<file path="src/hdl/tmu_pkg.sv">
package tmu_pkg;

	typedef enum logic [2:0] {
		CMD_IDENTITY  = 3'd0,
		CMD_WRITE     = 3'd1,
		CMD_TRANSLATE = 3'd2,
		CMD_ROT_X     = 3'd3,
		CMD_ROT_Y     = 3'd4,
		CMD_ROT_Z     = 3'd5,
		CMD_SCALE     = 3'd6,
		CMD_READ      = 3'd7
	} cmd_t;

	localparam int CORDIC_FRAC = 30;
	localparam logic signed [33:0] CORDIC_K = 34'sd652032874;
	localparam logic [127:0] RAD_TO_DEG_Q32 = 128'd246083499208;
	localparam int ATAN_BITS = 48;

	// atan(2^-i) in degrees with 32 fraction bits, evaluated at elaboration
	function automatic logic [ATAN_BITS-1:0] atan_deg(input int i);
		logic [127:0] sum;
		logic [127:0] quo;
		logic [127:0] rem;
		logic [127:0] prod;
		int k;
		int e;
		int b;
		int den;
		if (i == 0) begin
			return ATAN_BITS'(45) << 32;
		end
		sum = '0;
		for (k = 0; k < 31; k++) begin
			e = 60 - i * (2 * k + 1);
			if (e >= 0) begin
				den = 2 * k + 1;
				quo = '0;
				rem = '0;
				for (b = 60; b >= 0; b--) begin
					rem = (rem << 1) | ((b == e) ? 128'd1 : 128'd0);
					if (rem >= 128'(den)) begin
						rem = rem - 128'(den);
						quo[b] = 1'b1;
					end
				end
				if (k % 2 == 1) begin
					sum = sum - quo;
				end else begin
					sum = sum + quo;
				end
			end
		end
		prod = sum * RAD_TO_DEG_Q32;
		return prod[60 +: ATAN_BITS];
	endfunction

endpackage

</file>
<file path="src/hdl/tmu_trig.sv">
module tmu_trig #(
	parameter int FRACTION_BITS = 16,
	parameter int TRIG_STEPS = 16
) (
	input  logic                         clk,
	input  logic                         arst_n,
	input  logic                         start,
	input  logic signed [31:0]           angle,
	output logic                         done,
	output logic signed [FRACTION_BITS+1:0] cos_val,
	output logic signed [FRACTION_BITS+1:0] sin_val
);

	localparam int CW = FRACTION_BITS + 2;
	localparam int XW = 34;
	localparam int DW = 44;
	localparam int IW = (TRIG_STEPS > 1) ? $clog2(TRIG_STEPS) : 1;
	localparam int SH = tmu_pkg::CORDIC_FRAC - FRACTION_BITS;
	localparam logic [71:0] PERIOD = 72'(360) << FRACTION_BITS;
	localparam logic signed [DW-1:0] HALF = DW'(180) <<< 32;
	localparam logic signed [DW-1:0] QUARTER = DW'(90) <<< 32;
	localparam logic signed [DW-1:0] FULL = DW'(360) <<< 32;
	localparam logic signed [XW:0] RND = (XW+1)'(1) <<< ((SH > 0) ? SH - 1 : 0);
	localparam logic signed [XW:0] ONE = (XW+1)'(1) <<< FRACTION_BITS;

	typedef logic [tmu_pkg::ATAN_BITS-1:0] atan_arr_t [TRIG_STEPS];

	function automatic atan_arr_t build_atan();
		atan_arr_t t;
		for (int n = 0; n < TRIG_STEPS; n++) begin
			t[n] = tmu_pkg::atan_deg(n);
		end
		return t;
	endfunction

	localparam atan_arr_t ATAN = build_atan();

	function automatic logic signed [CW-1:0] to_frac(input logic signed [XW-1:0] v);
		logic signed [XW:0] t;
		t = (XW+1)'(v);
		if (SH > 0) begin
			t = (t + RND) >>> SH;
		end
		if (t > ONE) begin
			t = ONE;
		end
		if (t < -ONE) begin
			t = -ONE;
		end
		return CW'(t);
	endfunction

	typedef enum logic [4:0] {
		T_IDLE = 5'b00001,
		T_RED  = 5'b00010,
		T_FOLD = 5'b00100,
		T_ROT  = 5'b01000,
		T_FIN  = 5'b10000
	} tstate_t;

	tstate_t state_q;
	logic [4:0] k_q;
	logic [IW-1:0] i_q;
	logic neg_in_q;
	logic neg_q;
	logic [71:0] mag_q;
	logic signed [DW-1:0] d_q;
	logic signed [XW-1:0] x_q;
	logic signed [XW-1:0] y_q;
	logic done_q;
	logic signed [CW-1:0] cos_q;
	logic signed [CW-1:0] sin_q;

	logic [71:0] cmp;
	logic [71:0] r_red;
	logic signed [DW-1:0] d_raw;
	logic signed [DW-1:0] d_fold;
	logic neg_fold;
	logic signed [XW-1:0] dx;
	logic signed [XW-1:0] dy;
	logic signed [DW-1:0] atan_i;

	always_comb begin
		cmp = PERIOD << k_q;
		r_red = (neg_in_q && mag_q != '0) ? PERIOD - mag_q : mag_q;
		d_raw = DW'(r_red) <<< (32 - FRACTION_BITS);
		if (d_raw > HALF) begin
			d_raw = d_raw - FULL;
		end
		d_fold = d_raw;
		neg_fold = 1'b0;
		if (d_raw > QUARTER) begin
			d_fold = d_raw - HALF;
			neg_fold = 1'b1;
		end else if (d_raw < -QUARTER) begin
			d_fold = d_raw + HALF;
			neg_fold = 1'b1;
		end
		dx = y_q >>> i_q;
		dy = x_q >>> i_q;
		atan_i = DW'(ATAN[i_q]);
	end

	always_ff @(posedge clk or negedge arst_n) begin
		if (!arst_n) begin
			state_q <= T_IDLE;
			done_q <= 1'b0;
		end else begin
			done_q <= 1'b0;
			unique case (state_q)
				T_IDLE: begin
					if (start) begin
						neg_in_q <= angle[31];
						mag_q <= angle[31] ? 72'(-(33'(angle))) : 72'(angle);
						k_q <= 5'd31;
						state_q <= T_RED;
					end
				end
				T_RED: begin
					if (mag_q >= cmp) begin
						mag_q <= mag_q - cmp;
					end
					k_q <= k_q - 5'd1;
					if (k_q == '0) begin
						state_q <= T_FOLD;
					end
				end
				T_FOLD: begin
					d_q <= d_fold;
					neg_q <= neg_fold;
					x_q <= tmu_pkg::CORDIC_K;
					y_q <= '0;
					i_q <= '0;
					state_q <= T_ROT;
				end
				T_ROT: begin
					if (d_q >= 0) begin
						x_q <= x_q - dx;
						y_q <= y_q + dy;
						d_q <= d_q - atan_i;
					end else begin
						x_q <= x_q + dx;
						y_q <= y_q - dy;
						d_q <= d_q + atan_i;
					end
					i_q <= i_q + IW'(1);
					if (i_q == IW'(TRIG_STEPS - 1)) begin
						state_q <= T_FIN;
					end
				end
				T_FIN: begin
					cos_q <= to_frac(neg_q ? -x_q : x_q);
					sin_q <= to_frac(neg_q ? -y_q : y_q);
					done_q <= 1'b1;
					state_q <= T_IDLE;
				end
				default: begin
					state_q <= T_IDLE;
				end
			endcase
		end
	end

	assign done = done_q;
	assign cos_val = cos_q;
	assign sin_val = sin_q;

	a_fin_done: assert property (@(posedge clk) disable iff (!arst_n)
		state_q == T_FIN |=> done && state_q == T_IDLE)
		else $error("trig done not raised after final step");
	a_rot_range: assert property (@(posedge clk) disable iff (!arst_n)
		state_q == T_ROT && i_q == IW'(TRIG_STEPS - 1) |=> state_q == T_FIN)
		else $error("rotation count overrun");
	a_start_idle: assert property (@(posedge clk) disable iff (!arst_n)
		done |-> state_q == T_IDLE)
		else $error("done outside idle");

endmodule

</file>
<file path="config.mk">
export PLATFORM = sky130hd
export DESIGN_NAME = tmu_trig
export DESIGN_NICKNAME = d
export VERILOG_FILES = /design/src/hdl/tmu_pkg.sv /design/src/hdl/tmu_trig.sv
export SDC_FILE = /design/constraint.sdc
export NUM_CORES = 1
export LEC_CHECK = 0
export ABC_AREA = 1
export BUFFER_PORTS_ARGS = -buffer_cell sky130_fd_sc_hd__buf_2
export CAP_MARGIN = 20
export CORE_AREA = 2 2 272 274
export DETAILED_ROUTE_END_ITERATION = 6
export DIE_AREA = 0 0 274 276
export PLACE_DENSITY = 0.52
export SLEW_MARGIN = 20
export SYNTH_ARGS = -nofsm -noshare
export SYNTH_HDL_FRONTEND = slang
export SYNTH_SLANG_ARGS = --single-unit
</file>
<file path="constraint.sdc">
create_clock -name clk -period 9.7 [get_ports clk]
set_input_delay 1.455 -clock clk [delete_from_list [all_inputs] [get_ports clk]]
set_output_delay 1.455 -clock clk [all_outputs]
set_load 0.03 [all_outputs]
</file>
==> results, run 1 <==
- The initial antenna violation count is 0.
- The dominant synthesized flop cell is edfxtp_1.
- The worst register-to-register path has a depth of 33.
- Setup repair after global routing left no endpoint under its margin.
- After synthesis, the cell types taking the most area are edfxtp_1, nand2_1, ha_1.
- The first-pass iteration count of the detailed router is 5.
- The via count of the first global-routing pass is 27,100.
- In this run the remaining antenna-violating nets after routing total 0.
- The synthesized netlist cell count is 4,441.
- The final-report max-slew violation count is 0.
- The number of antenna cells inserted is 0.
- In this run the number of H-tree levels came out at 2.
- Post-CTS repair changed the size of 0 cells.
- For this run, asynchronously set or reset flops after synthesis account for 0.0253.
- The end of the worst hold path is state_q[2]$_DFFE_PN0P_.
- At the pin with the least slew margin, the transition time is 1.11 ns.
- The warning count from the yosys run is 0.
- The number of failing hold endpoints at the final stage was 0.
- The max capacitance violation total is 0.
- During placement, the flow inserted port buffers numbering 71.
- The clock tree skew after final layout is 0.0352 ns.
- The mean instance size in the synthesized netlist is 6.51 µm².
- The startpoint kind of the worst setup timing path is a register.
- The biggest area contributor in the post-synthesis netlist is edfxtp_1.
- The net count reported at finish is 4,669.
- The worst pin sits at a relative slew slack of 0.252.
- The count of vias placed by the detailed router is 28,200.
- The kind of critical path is register to register.
- The family of cells with the greatest summed delay on the critical path is compound AO/OA/AOI/OAI gates.
- The worst path needs 6.59 ns of the cycle, external delays included.
- Across all register-to-register paths, the minimum setup slack is ~3.1 ns.
- Buffers added to address setup during post-CTS repair amount to 0.
- The first global-routing pass estimated between 100 and 150 mm of wire.
- In the global route stage, overall resource usage came out at 0.232.
- The violation count after the first detailed-route iteration is 1,759.
- Routability-driven placement finished with a final weighted congestion of 0.924.
- The number of distinct library cells after synthesis is 72.
- The startpoint of the worst register-to-register path is i_q[0]$_SDFFCE_PP0P_.
- From synthesis to final layout, the design area changed by 8.37%.
- The average detailed-routed wire length per instance is 16.3 µm.
- For this run, the register share of the synthesized area comes to 0.245.
- During I/O placement, the number of pins put on the boundary was 72.
- The largest individual stage delay along the critical path comes from the cell buf_4.
- The clock tree from TritonCTS is built.
- The share of the synthesized area in the top cell type is 0.240.
- For this run the aggregate overflow at the end of global routing stands at 0.
- The worst-case hold slack is 0.618 ns.
- In the final timing run, aggregate negative setup slack is 0 ns.
- Across the VDD grid, the largest voltage drop is 0.134 mV.
- The overall die area is 75,600 µm².
- The leakage power of the design is 0.0142 µW.
- The die is ~280 µm tall.
- The number of synthesized flops with an enable pin is 231.
- The initial core utilization is 0.398.
- Dividing the detail-routed via count by the number of cells gives 5.18.
- The fraction of final layout cells with drive strength greater than 1 is 0.0795.
- The most numerous cell type found on the critical path is o21ai_0.
- The highest clock rate is about 150 MHz.
- For this block, the routed nets add up to between 80 and 90 mm of wire.
- The count of cells along the worst hold path is 1.
- The run finished with clean final reports.
- The data required time of the critical path is 10.12 ns.
- In the routed design, unresolved DRC markers number 0.
- The net count after synthesis is between 4,000 and 5,000.
- Entering global routing, the biggest net connects approximately 120 pins.
- The data arrival time of the critical path is 7.01 ns.
- The standard cell core area is about 73,000 µm².
- The post-synthesis sequential element count is 237.
- Clock tree synthesis selected as its root buffer the cell clkbuf_16.
- The number of setup violations in the final report is 0.
- The later-pin clock latency in the skew report is 0.59 ns.
- The power per standard cell area is 132 nW/µm².
- The cell area after technology mapping is between 20,000 and 30,000 µm².
- In this run the worst hold path is classified as register to register.
- The critical path contains buffers and inverters numbering 6 combined.
- After floorplanning, the core was divided into 99 placement rows.
- On the worst path, the slowest cell contributes a delay of 0.60 ns.
- The startpoint identified for the worst hold timing path is state_q[2]$_DFFE_PN0P_.
- STA classifies the critical path endpoint as a register.
- After clock tree synthesis, the clock-pin slew on the worst setup and hold paths is 0.06 ns.
- In this run the worst path has a maximum fanout of 72.
- Counting the buffers created by CTS gives 36.
- The HPWL after detailed placement is 69.4 mm.
- The width of the chip is about 270 µm.
- The buffer levels on the longest clock path is 3.
- The tree built by TritonCTS fans out to about 240 sinks.
- The reg-to-reg endpoint is y_q[28]$_SDFFCE_PP0P_.
- The share of the clock period used by the worst path is 0.679.
- The count of hold buffers inserted by post-cts repair is 0.
-- state kept, by name (all words and copies together), names as in the netlist --
| signal | count |
|---|---|
| neg_in_q | 1 |
| sin_val | 18 |
| i_q | 4 |
| cos_val | 18 |
| d_q | 44 |
| done | 1 |
| y_q | 34 |
| neg_q | 1 |
| x_q | 34 |
| state_q | 5 |
| k_q | 5 |
| mag_q | 72 |
-- cell families (layout without fill, tap and decap cells) --
| group | after synthesis | in the layout | share of synthesized area |
|---|---|---|---|
| DFF | 237 | 237 | 0.245 |
| AOI/OAI and AO/OA | 953 | 953 | 0.181 |
| and+or+nand+nor | 2094 | 2094 | 0.316 |
| adders and majority gates | 183 | 183 | 0.0800 |
| muxes | 46 | 46 | 0.0159 |
| xor gates and xnor gates | 197 | 197 | 0.0615 |
| buffers and inverters | 731 | 769 | 0.101 |
-- how the worst max path moves through the flow --
stage | slack, ns | from | endpoint | depth (start not counted)
after detailed placement | 3.24 | i_q[0]$_SDFFCE_PP0P_ | y_q[28]$_SDFFCE_PP0P_ | 33
after global routing | 2.21 | i_q[0]$_SDFFCE_PP0P_ | y_q[28]$_SDFFCE_PP0P_ | 33
final | 3.11 | i_q[0]$_SDFFCE_PP0P_ | y_q[28]$_SDFFCE_PP0P_ | 33
after CTS | 3.17 | i_q[0]$_SDFFCE_PP0P_ | y_q[28]$_SDFFCE_PP0P_ | 33
after floorplan | 1.93 | arst_n | d_q[0]$_SDFFCE_PP0P_ | 2
after global placement | 3.33 | i_q[0]$_SDFFCE_PP0P_ | y_q[28]$_SDFFCE_PP0P_ | 33
-- area by class of cell --
type	instances	area, µm²
clock buffers	38	918
clock inverters	28	340
fillers	7878	41300
inverters	609	2290
multi-input cells	3473	19000
flip-flops and latches	237	7090
well taps	959	1200
repair buffers	94	541
-- metal layers --
metal,GRT usage,vias up,part of all wire,wire [µm]
met2,0.403,528,0.48,42900
li1,-,14800,-,-
met4,0.0666,0,0.028,2450
met3,0.0238,135,0.033,2940
met5,0,-,0,0
met1,0.303,12700,0.46,40600
-- synth_stat cells, types with 49 or more instances --
cell	n
ha_1	180
clkbuf_1	54
nand4_1	60
o21ai_0	382
nand3_1	224
nor2_1	477
xor2_1	150
edfxtp_1	231
o21ai_1	49
inv_1	570
a21oi_1	353
nand2_1	1076
-- per-stage QoR --
step	cells	cell area, µm²	total power (µW)	utilization	setup slack [ns]
floorplan	4441	28900	2400	-	1.93
global route	5438	31300	4430	0.432	2.21
global placement	5372	30100	2730	0.414	3.33
finish	5438	31300	4140	0.432	3.11
detailed placement	5372	30100	2730	0.414	3.24
CTS	5438	31300	4190	0.432	3.17
-- worst register-to-register path: cells and delay by family (launching register included) --
kind / cells / cell delay (ns)
AOI/OAI and AO/OA: 14 / 2.63
xor gates and xnor gates: 1 / 0.15
adders and majority gates: 2 / 0.50
buffers and inverters: 6 / 1.48
DFF: 1 / 0.35
and+or+nand+nor: 10 / 1.32
-- layout by cell type, fill, tap and decap left out, types with 9 or more instances in the layout --
master / netlist / routed
nand3_2: 21 / 21
mux2i_1: 46 / 46
a21boi_0: 13 / 13
nand4_1: 60 / 60
nand2_4: 10 / 10
nor2_1: 477 / 477
a21oi_1: 353 / 351
nand2_1: 1076 / 1076
o211ai_1: 20 / 20
o221ai_1: 9 / 9
nand2_2: 26 / 26
xor2_1: 150 / 150
clkinv_1: 6 / 13
xnor2_1: 40 / 40
buf_2: 30 / 71
a31oi_1: 30 / 30
nor3_1: 46 / 45
inv_2: 33 / 34
o21ai_1: 49 / 49
nand3b_1: 16 / 16
buf_4: 5 / 22
edfxtp_1: 231 / 231
o21a_1: 42 / 42
nor2_2: 33 / 33
or2_2: 36 / 36
o21ai_0: 382 / 382
nor4_1: 25 / 22
nand3_1: 224 / 224
clkbuf_16: 0 / 36
ha_1: 180 / 180
inv_1: 570 / 569
-- report_power, final --
part	internal, µW	switching (µW)
combinational	438	911
sequential	1280	88.2
clock	857	570
(Power assumes the default switching activity.)
==> run 2, diff against run 1 <==
Settings changed: PLACE_DENSITY 0.52 to 0.54.
Clock period 9.7 ns to 5.4 ns, I/O delays scaled along.
==> run 2 against run 1 <==
Effect of this change:
- highest routed layer unchanged
- final area increased by 6.0%
- total power up 75%
- wire length grew 0.98%
- the run now ends with DRC left
- sequential cell count unchanged
- global-route usage shrank 0.32 points
- via count up 2.9%
- fmax grew 25%
- critical endpoint is now x_q[33]$_SDFFCE_PP0P_
- critical path depth shrank 4
- clock-buffer cell count is 1 higher
- largest cell class unchanged
==> results, run 2 (same netlist as run 1, synthesis figures left out) <==
- The flow ran to the end, but the final reports show violations.
- The final reports fail on DRC.
- Across the routed clock network, the largest skew measured is 0.0176 ns.
- The completed layout was analyzed and its total power is roughly 7300 µW.
- The average detailed-routed wire length per instance is 16.1 µm.
- At the end of the flow, the number of nets in the layout was approximately 4,800.
- The number of flip-flops in the largest register is 72.
- The leakage power of the design is 0.0151 µW.
- For this run the aggregate overflow at the end of global routing stands at 0.
- For this design the top-level I/O count stands at 72.
- After detailed routing, the number of remaining DRC violations is 2.
- The register containing the most flip-flops in the final layout is mag_q.
- The vertical die dimension is roughly 280 µm.
- The count of hold buffers inserted by post-cts repair is 0.
- In the finished design, the share of the clock period the worst path needs comes to 0.972.
- Detailed routing placed a total of about 2.9 mm of wire on met3.
- The initial core utilization is 0.398.
- In this design, the stage delay of the slowest critical-path cell is 0.51 ns.
- Derived from the worst setup path, the maximum achievable clock frequency is 191 MHz.
- The highest ir drop seen on vdd is 0.224 mV.
- Max-cap violations in this run came to 0.
- The wire length of the first global-routing pass is 142 mm.
- Across all setup checks in the final design, the least slack found is 0.151 ns.
- The slowest stage of the critical path belongs to the cell edfxtp_1.
- The largest registers in the layout are mag_q: 72 flops, d_q: 44 flops.
- Setup violations remaining at the end of the flow were counted as 0.
- Summed over all failing endpoints, the final setup total negative slack is 0 ns.
- Measured in cells, the most critical reg-to-reg path has a length of 29.
- The detail-routed via count per cell is 5.19.
- Entering global routing, the biggest net connects 117 pins.
- The cell occurring most often along the worst timing path is nand2_1.
- The number of antenna cells inserted is 0.
- The clock tree from TritonCTS is built.
- The initial antenna violation count is 0.
- STA classifies the critical path startpoint as a register.
- Fill cells in the final layout number 7,685.
- The number of failing hold endpoints at the final stage is 0.
- The startpoint of the worst register-to-register path is i_q[0]$_SDFFCE_PP0P_.
- The kind of end point of the critical path is a register.
- The fraction of final layout cells with drive strength greater than 1 is 0.139.
- The data required time of the critical path is about 5.7 ns.
- Prior to clock tree synthesis, the placed netlist has a worst setup slack of -0.176 ns.
- Measured on the finished design, the core utilization comes to 0.457.
- The pre-antenna-repair detailed-routing pass consisted of 7 iterations.
- The count of vias placed by the detailed router is 29,000.
- The number of levels the H-tree was split into is 2.
- In the layout the commonest cells are nand2_1, inv_1, nor2_1.
- The count of buffers inserted at the top-level ports is between 70 and 80.
- The initialized floorplan defines between 90 and 100 standard-cell rows.
- The later-pin clock latency in the skew report is 0.57 ns.
- The via count of the first global-routing pass is 27,300.
- The buffer levels on the longest clock path is 3.
- The post-detailed-route count of antenna-violating nets is 0.
- Of all nets on the critical path, the largest fanout is 37.
- The slew at the pin closest to its max-slew limit is 1.00 ns.
- The violation count after the first detailed-route iteration is between 1,500 and 2,000.
- The time the final worst path needs with I/O delays and setup is 5.25 ns.
- The final weighted congestion in routability-driven placement is between 0.9 and 1.
- The final layout contains routed wiring with a total length of 89.7 mm.
- The leading cell type in the layout, fill and taps excluded is nand2_1.
- In this run the clock root is driven by a clkbuf_16.
- The kind of path behind the tightest hold check is input pin to asynchronous set/reset pin.
- The final-report max-slew violation count is 0.
- The clock-pin slew of the registers on the worst-case setup and hold paths is 0.06 ns.
- The relative slew slack is 0.326.
- The worst setup path startpoint is i_q[0]$_SDFFCE_PP0P_.
- For the worst setup path, the data arrival time is about 5.6 ns.
- The critical path in this run is classified as register to register.
- Detailed placement ended at an HPWL of 70.1 mm.
- The amount of wire on met2 after detailed routing is 43.8 mm.
- In this run the top signal layer used is met4.
- Measured along the x axis, the die boundary spans 274 µm.
- Setup repair after global routing could not meet its margin everywhere.
- The CTS sink count is about 240.
- The power per standard cell area is approximately 220 nW/µm².
- The synthesis-to-layout area growth is 14.9%.
- The overall die area is 75,600 µm².
- In the global route stage, overall resource usage came out at 0.229.
- The floorplan step defined a core boundary enclosing 72,600 µm².
- The total CTS buffers is 34.
- For this block, wires on met1 add up to between 40 and 50 mm.
==> run 2: worst paths after layout <==
path	to	slack (ns)
max	x_q[33]$_SDFFCE_PP0P_	0.15
min	state_q[1]$_DFFE_PN0P_	0.08
max reg2reg	x_q[33]$_SDFFCE_PP0P_	0.15
min reg2reg	mag_q[71]$_DFFE_PP_	0.63
max in group asynchronous	state_q[0]$_DFFE_PN1P_	5.08
min in group clk	mag_q[0]$_DFFE_PP_	0.62
==> run 2: timing repair <==
action,in CTS,in global routing
gates cloned,0,3
buffers inserted,0,25
setup endpoints to repair,6,51
gates resized for setup,5,242
pin swaps,0,57
==> run 2: final cells by class <==
cell class | count | area [µm²] | area share
clock buffers | 39 | 891 | 0.0268
flip-flops and latches | 237 | 7090 | 0.213
multi-input cells | 3473 | 19700 | 0.592
clock inverters | 22 | 249 | 0.00750
repair buffers | 248 | 1830 | 0.0552
inverters | 609 | 2290 | 0.0688
well taps | 959 | 1200 | 0.0361
==> run 2: layer usage <==
layer | up-vias | global-route usage
li1 | 15100 | -
met1 | 13200 | 0.291
met2 | 530 | 0.404
met3 | 151 | 0.0215
met4 | 0 | 0.0755
met5 | - | 0
==> run 2: report_power, final <==
group | internal (µW) | switching, µW
logic | 793 | 1630
registers | 2290 | 159
clock network | 1430 | 965
total | 4510 | 2750
==> run 2: critical path: cells and delay by family (launching register included) <==
| kind | cells | cell delay [ns] |
|---|---|---|
| XOR/XNOR | 1 | 0.26 |
| flip-flops | 1 | 0.51 |
| AND/OR/NAND/NOR | 10 | 1.01 |
| multiplexers | 2 | 0.46 |
| AO/OA/AOI/OAI | 8 | 1.44 |
| adder cells (fa/ha/maj) | 1 | 0.33 |
| buffers and inverters | 7 | 0.97 |
==> run 2: through the flow <==
| stage | hold slack [ns] | cells | cell area (µm²) |
|---|---|---|---|
| global placement | 0.605 | 5498 | 31100 |
| detailed placement | 0.618 | 5498 | 31100 |
| floorplan | 0.514 | 4441 | 28900 |
| global route | 0.0689 | 5587 | 33200 |
| CTS | 0.0479 | 5559 | 32200 |
| finish | 0.0805 | 5587 | 33200 |
